$ cat src/hw/rtl/hcsa_pkg.sv
// Shared constants, types and the sequencer state for the chi-square accumulator.
`timescale 1ns / 1ps
package hcsa_pkg;

  localparam int unsigned DataW    = 32;
  localparam int unsigned AccW     = 48;
  localparam int unsigned DofW     = 12;
  localparam int unsigned MaxBinsDefault = 4096;
  localparam logic [AccW-1:0] AccMax = {AccW{1'b1}};
  localparam logic [DofW-1:0] DofMax = {DofW{1'b1}};

  typedef enum logic [3:0] {
    StIdle,
    StSqrtD,
    StSqrtS,
    StSqD,
    StSqS,
    StSqDiff,
    StDiv,
    StAcc,
    StFinDiv,
    StOut
  } hcsa_state_e;

endpackage

$ cat src/hw/rtl/hcsa_serial_mul.sv
// Shift-and-add multiplier: one multiplier bit per cycle, 32 x 32 to 64 bits.
`timescale 1ns / 1ps
module hcsa_serial_mul (
  input  logic        clk_i,
  input  logic        rst_ni,
  input  logic        start_i,
  input  logic [31:0] a_i,
  input  logic [31:0] b_i,
  output logic        done_o,
  output logic [63:0] prod_o
);
  import hcsa_pkg::*;

  logic [63:0] acc_q, acc_d;
  logic [63:0] mcand_q, mcand_d;
  logic [31:0] mplier_q, mplier_d;
  logic [5:0]  cnt_q, cnt_d;
  logic        busy_q, busy_d;
  logic        done_q, done_d;

  always_comb begin
    acc_d    = acc_q;
    mcand_d  = mcand_q;
    mplier_d = mplier_q;
    cnt_d    = cnt_q;
    busy_d   = busy_q;
    done_d   = 1'b0;
    if (start_i) begin
      acc_d    = '0;
      mcand_d  = {32'd0, a_i};
      mplier_d = b_i;
      cnt_d    = '0;
      busy_d   = 1'b1;
    end else if (busy_q) begin
      if (mplier_q[0]) begin
        acc_d = acc_q + mcand_q;
      end
      mcand_d  = mcand_q << 1;
      mplier_d = mplier_q >> 1;
      cnt_d    = cnt_q + 6'd1;
      if (cnt_q == 6'd31) begin
        busy_d = 1'b0;
        done_d = 1'b1;
      end
    end
  end

  always_ff @(posedge clk_i or negedge rst_ni) begin
    if (!rst_ni) begin
      busy_q <= 1'b0;
      done_q <= 1'b0;
      cnt_q  <= '0;
    end else begin
      busy_q <= busy_d;
      done_q <= done_d;
      cnt_q  <= cnt_d;
    end
  end

  always_ff @(posedge clk_i) begin
    acc_q    <= acc_d;
    mcand_q  <= mcand_d;
    mplier_q <= mplier_d;
  end

  assign done_o = done_q;
  assign prod_o = acc_q;

endmodule

$ cat src/hw/rtl/histogram_chi_square_accumulator.sv
// Top level of the histogram chi-square accumulator with a bit-serial datapath.
`timescale 1ns / 1ps
//  channel | direction | signals
//  --------+-----------+-------------------------------------------------------
//  bin     | in        | in_valid_i/in_ready_o, data/sim count and error, last
//  result  | out       | out_valid_o/out_ready_i, chi2, ndf, chi2 per ndf, flag
//
// One word at a time. Each bin runs two square roots (both always run), three
// squarings (data error, sim error and difference), a restoring divide and the
// accept and accumulate steps; a bin with zero variance skips the divide.
// A last bin adds a 48-step divide for chi2 per ndf and an output load.
// Reset clears the sums and the sequencer. A result waits in its output register
// while new words are taken; the next last bin holds until that register is free.
module histogram_chi_square_accumulator #(
  parameter int unsigned MaxBins = hcsa_pkg::MaxBinsDefault
) (
  input  logic                         clk_i,
  input  logic                         rst_ni,
  input  logic                         in_valid_i,
  output logic                         in_ready_o,
  input  logic signed [31:0]           data_count_i,
  input  logic signed [31:0]           sim_count_i,
  input  logic [31:0]                  data_error_i,
  input  logic [31:0]                  sim_error_i,
  input  logic                         last_bin_i,
  output logic                         out_valid_o,
  input  logic                         out_ready_i,
  output logic [hcsa_pkg::AccW-1:0]    chi_square_o,
  output logic [hcsa_pkg::DofW-1:0]    degrees_of_freedom_o,
  output logic [hcsa_pkg::AccW-1:0]    chi_square_per_dof_o,
  output logic                         overflowed_o
);
  import hcsa_pkg::*;

  localparam int unsigned CntW = $clog2(MaxBins + 1);

  hcsa_state_e state_q, state_d;

  // Latched bin.
  logic signed [31:0] dc_q, sc_q;
  logic [31:0] de_q, de_d, se_q, se_d;
  logic        last_q;

  // Running state.
  logic [AccW-1:0] sum_q, sum_d;
  logic [CntW-1:0] used_q, used_d;
  logic            sat_q, sat_d;

  // Variance.
  logic [64:0] var_q, var_d;

  // Serial square root: two radicand bits per cycle, 48-bit radicand.
  logic [47:0] rad_q, rad_d;
  logic [25:0] rem_q, rem_d;
  logic [23:0] root_q, root_d;

  // Shared restoring divider: remainder and quotient shift one bit a cycle.
  logic [80:0] drem_q, drem_d;
  logic [79:0] num_q, num_d;
  logic [47:0] quo_q, quo_d;
  logic        big_q, big_d;
  logic [6:0]  cnt_q, cnt_d;

  // Output register.
  logic [AccW-1:0] chi_q, chi_d, per_q, per_d;
  logic [DofW-1:0] dof_q, dof_d;
  logic            ovf_q, ovf_d;
  logic            ov_q, ov_d;

  // Multiplier hookup.
  logic        mul_start;
  logic [31:0] mul_a;
  logic        mul_done;
  logic [63:0] mul_p;

  hcsa_serial_mul u_mul (
    .clk_i  (clk_i),
    .rst_ni (rst_ni),
    .start_i(mul_start),
    .a_i    (mul_a),
    .b_i    (mul_a),
    .done_o (mul_done),
    .prod_o (mul_p)
  );

  logic signed [32:0] diff;
  logic [31:0]        adiff;
  logic [25:0]        trial;
  logic [80:0]        dshift;
  logic [AccW:0]      sum_ext;
  logic [CntW-1:0]    ndf_full;
  logic [DofW-1:0]    ndf;
  logic               in_fire;

  assign diff  = {dc_q[31], dc_q} - {sc_q[31], sc_q};
  assign adiff = diff[32] ? 32'(-diff) : diff[31:0];
  assign trial = {rem_q[23:0], rad_q[47:46]} - {root_q, 2'b01};
  assign in_fire = in_valid_i && in_ready_o;
  assign in_ready_o = (state_q == StIdle);

  always_comb begin
    ndf_full = (used_q != '0) ? used_q - CntW'(1) : '0;
    if (ndf_full > CntW'(DofMax)) begin
      ndf = DofMax;
    end else begin
      ndf = DofW'(ndf_full);
    end
  end

  always_comb begin
    state_d = state_q;
    de_d = de_q; se_d = se_q;
    sum_d = sum_q; used_d = used_q; sat_d = sat_q;
    var_d = var_q;
    rad_d = rad_q; rem_d = rem_q; root_d = root_q;
    drem_d = drem_q; num_d = num_q; quo_d = quo_q; big_d = big_q; cnt_d = cnt_q;
    chi_d = chi_q; per_d = per_q; dof_d = dof_q; ovf_d = ovf_q;
    ov_d = ov_q;
    mul_start = 1'b0;
    mul_a = de_q;
    dshift = '0;
    sum_ext = '0;
    if (ov_q && out_ready_i) begin
      ov_d = 1'b0;
    end
    unique case (state_q)
      StIdle: begin
        if (in_fire) begin
          de_d = data_error_i;
          se_d = sim_error_i;
          rad_d = {data_count_i[31] ? 32'd0 : data_count_i, 16'd0};
          rem_d = '0; root_d = '0; cnt_d = '0;
          state_d = StSqrtD;
        end
      end
      StSqrtD, StSqrtS: begin
        rem_d = trial[25] ? {rem_q[23:0], rad_q[47:46]} : trial;
        root_d = {root_q[22:0], ~trial[25]};
        rad_d = rad_q << 2;
        cnt_d = cnt_q + 7'd1;
        if (cnt_q == 7'd23) begin
          cnt_d = '0;
          if (state_q == StSqrtD) begin
            if (de_q == '0) de_d = {8'd0, root_d};
            rad_d = {sc_q[31] ? 32'd0 : sc_q, 16'd0};
            state_d = StSqrtS;
          end else begin
            if (se_q == '0) se_d = {8'd0, root_d};
            mul_start = 1'b1;
            state_d = StSqD;
          end
          rem_d = '0; root_d = '0;
        end
      end
      StSqD: begin
        if (mul_done) begin
          var_d = {1'b0, mul_p};
          mul_a = se_q;
          mul_start = 1'b1;
          state_d = StSqS;
        end
      end
      StSqS: begin
        mul_a = se_q;
        if (mul_done) begin
          var_d = var_q + {1'b0, mul_p};
          mul_a = adiff;
          mul_start = 1'b1;
          state_d = StSqDiff;
        end
      end
      StSqDiff: begin
        mul_a = adiff;
        if (mul_done) begin
          if (var_q == '0) begin
            state_d = StAcc;
          end else begin
            num_d = {mul_p, 16'd0};
            drem_d = '0; quo_d = '0; big_d = 1'b0; cnt_d = '0;
            state_d = StDiv;
          end
        end
      end
      StDiv: begin
        dshift = {drem_q[79:0], num_q[79]};
        num_d = num_q << 1;
        if (dshift >= {16'd0, var_q}) begin
          drem_d = dshift - {16'd0, var_q};
          if (cnt_q < 7'd32) begin
            big_d = 1'b1;
          end
          quo_d = {quo_q[46:0], 1'b1};
        end else begin
          drem_d = dshift;
          quo_d = {quo_q[46:0], 1'b0};
        end
        cnt_d = cnt_q + 7'd1;
        if (cnt_q == 7'd79) begin
          state_d = StAcc;
        end
      end
      StAcc: begin
        if (var_q != '0) begin
          sum_ext = {1'b0, sum_q} + {1'b0, quo_q};
          if (big_q || sum_ext[AccW]) begin
            sum_d = AccMax;
            sat_d = 1'b1;
          end else begin
            sum_d = sum_ext[AccW-1:0];
          end
          if (used_q < CntW'(MaxBins)) begin
            used_d = used_q + CntW'(1);
          end
        end
        state_d = last_q ? StFinDiv : StIdle;
        cnt_d = '0; drem_d = '0; quo_d = '0;
        num_d = {sum_d, 32'd0};
      end
      StFinDiv: begin
        // Divide the accumulator by ndf, one quotient bit a cycle.
        dshift = {drem_q[79:0], num_q[79]};
        num_d = num_q << 1;
        if (dshift >= {69'd0, ndf}) begin
          drem_d = dshift - {69'd0, ndf};
          quo_d = {quo_q[46:0], 1'b1};
        end else begin
          drem_d = dshift;
          quo_d = {quo_q[46:0], 1'b0};
        end
        cnt_d = cnt_q + 7'd1;
        if (cnt_q == 7'd47) begin
          state_d = StOut;
        end
      end
      StOut: begin
        if (!ov_q) begin
          chi_d = sum_q;
          dof_d = ndf;
          per_d = (ndf != '0) ? quo_q : '0;
          ovf_d = sat_q;
          ov_d = 1'b1;
          sum_d = '0; used_d = '0; sat_d = 1'b0;
          state_d = StIdle;
        end
      end
      default: state_d = StIdle;
    endcase
  end

  always_ff @(posedge clk_i or negedge rst_ni) begin
    if (!rst_ni) begin
      state_q <= StIdle;
      sum_q <= '0;
      used_q <= '0;
      sat_q <= 1'b0;
      ov_q <= 1'b0;
      cnt_q <= '0;
    end else begin
      state_q <= state_d;
      sum_q <= sum_d;
      used_q <= used_d;
      sat_q <= sat_d;
      ov_q <= ov_d;
      cnt_q <= cnt_d;
    end
  end

  always_ff @(posedge clk_i) begin
    if (in_fire) begin
      dc_q <= data_count_i;
      sc_q <= sim_count_i;
      last_q <= last_bin_i;
    end
    de_q <= de_d; se_q <= se_d;
    var_q <= var_d;
    rad_q <= rad_d; rem_q <= rem_d; root_q <= root_d;
    drem_q <= drem_d; num_q <= num_d; quo_q <= quo_d; big_q <= big_d;
    chi_q <= chi_d; per_q <= per_d; dof_q <= dof_d; ovf_q <= ovf_d;
  end

  assign out_valid_o          = ov_q;
  assign chi_square_o         = chi_q;
  assign degrees_of_freedom_o = dof_q;
  assign chi_square_per_dof_o = per_q;
  assign overflowed_o         = ovf_q;

endmodule

$ cat config.mk
export PLATFORM = sky130hd
export DESIGN_NAME = histogram_chi_square_accumulator
export DESIGN_NICKNAME = d
export VERILOG_FILES = /design/src/hw/rtl/hcsa_pkg.sv /design/src/hw/rtl/hcsa_serial_mul.sv /design/src/hw/rtl/histogram_chi_square_accumulator.sv
export SDC_FILE = /design/constraint.sdc
export NUM_CORES = 2
export LEC_CHECK = 0
export BUFFER_PORTS_ARGS = -buffer_cell sky130_fd_sc_hd__buf_2
export CORE_MARGIN = 2
export CORE_UTILIZATION = 50
export CTS_CLUSTER_DIAMETER = 150
export DETAILED_ROUTE_END_ITERATION = 8
export PLACE_DENSITY = 0.67
export SLEW_MARGIN = 0
export SYNTH_ARGS = -nofsm -noshare
export SYNTH_HDL_FRONTEND = slang
export SYNTH_HIERARCHICAL = 1
export SYNTH_SLANG_ARGS = --single-unit
$ cat constraint.sdc
create_clock -name clk_i -period 10.15 [get_ports clk_i]
set_input_delay 1.015 -clock clk_i [delete_from_list [all_inputs] [get_ports clk_i]]
set_output_delay 1.015 -clock clk_i [all_outputs]
set_load 0.01 [all_outputs]
==> out/metrics.cfg <==
[setup_path]
critPathLaunchType = register
cp-end-kind = register
crit_family = compound AO/OA/AOI/OAI gates
crit_arrival_ns = 6.05
crit_top_cell = a311oi_1
worst_ep_required_time_ns = 10.48
cpPeakStageDelay_ns = 0.58
cp_max_fo = 18
cp.buffers_inverters = 1
critical_path_class = reg -> reg
path_cells = ha_1, inv_1, fa_1, nor2b_1, o31a_1, or4_1, a311oi_1, nor4_1, o211ai_1, a311oi_1, o311ai_1, and2_1, nand2_2, o221ai_1, nand3_1
crit_slowest_cell = a311oi_1

[finish]
antennaDiodeCount = 0
drive_gt1_share_pct = 10.4
syn_to_final_growth_pct = 10.5
nNetsFinal = 6332
final_common_cell = nand2_1
fillers = 9649
multi_input_area_um2 = 28500
mostFrequentLayoutCells = nand2_1, edfxtp_1, a21oi_1
regArea_um2 = 23200

[power_and_ir_drop]
pwr-share-comb_pct = 0.8
clockPowerShare_pct = 49.8
power.internal_mw = 5.72
power_mw = 7.24
sequentialPowerShare_pct = 49.4
power_density_nw_per_um2 = 122
peakVddDrop_uv = 127
power.leakage_nw = 23.5
power_switching_mw = 1.52
p_sw_share_pct = 21.0

[clock_tree]
clockRootBuffer = clkbuf_16
h-tree-depth = 3
insertion_delay_ns = 0.69
cts_tree = yes
cts_max_path_buffers = 3
cts_setup_buffers = 0
cts_resized = 0
cts.sinks = 818
hold_buffers = 0
path_clk_slew_ns = 0.06
numCtsBuffers = 94

[route]
dr.pass1.iters = 8
drt-wirelength-per-cell_um = 21.6
wl_met1_um = 70100
antenna_left = 0
met2WireLength_um = 74200
vias = 45200
top_layer = met5
initialDrtViolationCount = 4533
vias_per_cell = 6.14
drcViolationCount = 0
routed_wl_um = 159000
wl_met3_um = 9530

[global_routing]
antenna_found_initial = 2
grt_pass1_vias = 42400
grt_start_max_net_pins = 98
track_usage_pct = 28.0
grt_pass1_wl_um = 245000
overflow = 0

[place]
post-dp-hpwl_um = 118000
io_buffer_count = 243
gp_congestion = 0.958
pre_cts_ws_ns = 4.65

[sta]
setup_ws_ns = 4.43
clock_skew_ns = 0.0248
period_share_pct = 56.4
drv_slew = 0
period_minus_slack_ns = 5.72
finalHoldViolCount = 0
tightest_slew_ns = 1.26
setup_violations = 0
relSlewSlack_pct = 14.9
fin_setup_tns_ns = 0
fmax_ghz = 0.175
rsz0062_at_grt = false

[floorplanning]
rows = 120
die_area_um2 = 110000
ios = 244
initial_core_util_pct = 50.3
die_h_um = 331
fp.dieW_um = 331
core_area_um2 = 107000

[yosys]
synthMuxAreaShare_pct = 2.69
syn-cell-area_um2 = 53600
syn_nets = 6220
synth_top_family_by_area = compound AO/OA/AOI/OAI gates
yosysTopAreaCell = edfxtp_1
async_flop_share_pct = 10.0
synth-adder-area-share_pct = 7.55
yosys_most_used_dff = edfxtp_1
yosys_warnings = 6
yosysUniqueCellTypes = 114
synth-compound-area-share_pct = 19.4
synth-xor-area-share_pct = 5.05
yosys.area.top_type_share_pct = 35.9
ys_seq_area_share_pct = 43.3
synthCells = 5768
syn-mean-instance-area_um2 = 9.29
synth_area_leaders = edfxtp_1, ha_1, nand2_1
synth_edf_count = 640
synth-simple-area-share_pct = 18.2
synth_seq_cells = 818

[flow_run]
cap_violations = 0

[min_path]
hold_class = in -> async

[status]
status = finished clean

-- stage by stage --
step	cells	hold WS, ns	instance area [um2]	utilization (%)
after floorplan	5768	0.426	53600	-
after detailed placement	7187	0.498	55900	52.5
after global placement	7187	0.487	55900	52.5
after global routing	7364	0.256	59200	55.5
after CTS	7364	0.236	59200	55.5
final	7364	0.260	59200	55.5
-- cell usage after synthesis, types with 59 or more instances --
library cell	n
mux2i_1	70
o21bai_1	59
nor4_1	76
and2_1	98
inv_1	236
nand4_1	90
xor2_1	145
nand2_1	703
dfrtp_1	82
nor3_1	134
a21o_1	159
a31oi_1	60
clkbuf_1	226
o21ai_0	439
a21oi_1	477
nor2b_1	86
dfxtp_1	96
ha_1	313
edfxtp_1	640
xnor2_1	164
nand3_1	173
mux2_2	66
nor2_1	403
-- final timing paths --
check,start,to,slack [ns],cells past startpoint
max,quo_q[0]$_DFFE_PP_,num_q[79]$_DFFE_PP_,4.43,15
min,rst_ni,sum_q[46]$_DFFE_PN0P_,0.26,1
max reg2reg,quo_q[0]$_DFFE_PP_,num_q[79]$_DFFE_PP_,4.43,15
min reg2reg,last_q$_DFFE_PP_,state_q[3]$_DFFE_PN0P_,0.51,1
max in group asynchronous,rst_ni,u_mul/busy_q$_DFF_PN0_,8.66,2
min in group clk_i,last_q$_DFFE_PP_,state_q[3]$_DFFE_PN0P_,0.51,1
-- worst reg2reg max path, cell delays in order, from the launching register on --
cell	delay, ns
edfxtp_1	0.44
ha_1	0.25
inv_1	0.08
fa_1	0.21
nor2b_1	0.07
o31a_1	0.28
or4_1	0.50
a311oi_1	0.58
nor4_1	0.27
o211ai_1	0.37
a311oi_1	0.20
o311ai_1	0.40
and2_1	0.55
nand2_2	0.43
o221ai_1	0.38
nand3_1	0.34
-- registers in the layout, summed over array words and instances, names as in the netlist, 12 cells and up --
register / flops
chi_square_per_dof_o: 48
root_q: 24
quo_q: 48
sum_q: 48
se_q: 32
used_q: 13
rem_q: 24
u_mul/mcand_q: 64
dc_q: 32
var_q: 65
num_q: 64
sc_q: 32
degrees_of_freedom_o: 12
chi_square_o: 48
rad_q: 32
u_mul/prod_o: 64
u_mul/mplier_q: 32
drem_q: 80
de_q: 32
-- metal layers --
metal,global-route usage [%],vias up
li1,-,21600
met5,0,-
met2,45.8,1632
met4,8.96,4
met1,38.8,21700
met3,3.46,276
-- logic make-up (layout without fill, tap and decap cells) --
group           count (synthesis)  in the layout
simple gates                 2024           2024
compound gates               1648           1648
flops                         818            818
fa+ha+maj                     320            320
mux                           136            136
xor+xnor                      309            309
buf+inv                       513            706
-- layout make-up --
class / count / share of cell area [%]
Tap cell: 1403 / 2.96
Clock inverter: 56 / 1.10
Multi-Input combinational cell: 4437 / 48.2
Timing Repair Buffer: 292 / 2.68
Inverter: 237 / 1.51
Clock buffer: 121 / 4.43
Sequential cell: 818 / 39.2
-- power by group through the flow --
| stage | logic, mW | registers (mW) | clock network (mW) |
|---|---|---|---|
| after floorplan | 0.0168 | 3.65 | 0 |
| after global placement | 0.0584 | 3.65 | 0 |
| after detailed placement | 0.0593 | 3.65 | 0 |
| after CTS | 0.0597 | 3.58 | 3.66 |
| after global routing | 0.0664 | 3.57 | 3.78 |
| final | 0.0593 | 3.58 | 3.61 |
No activity file was read; power rests on OpenSTA's default activity.
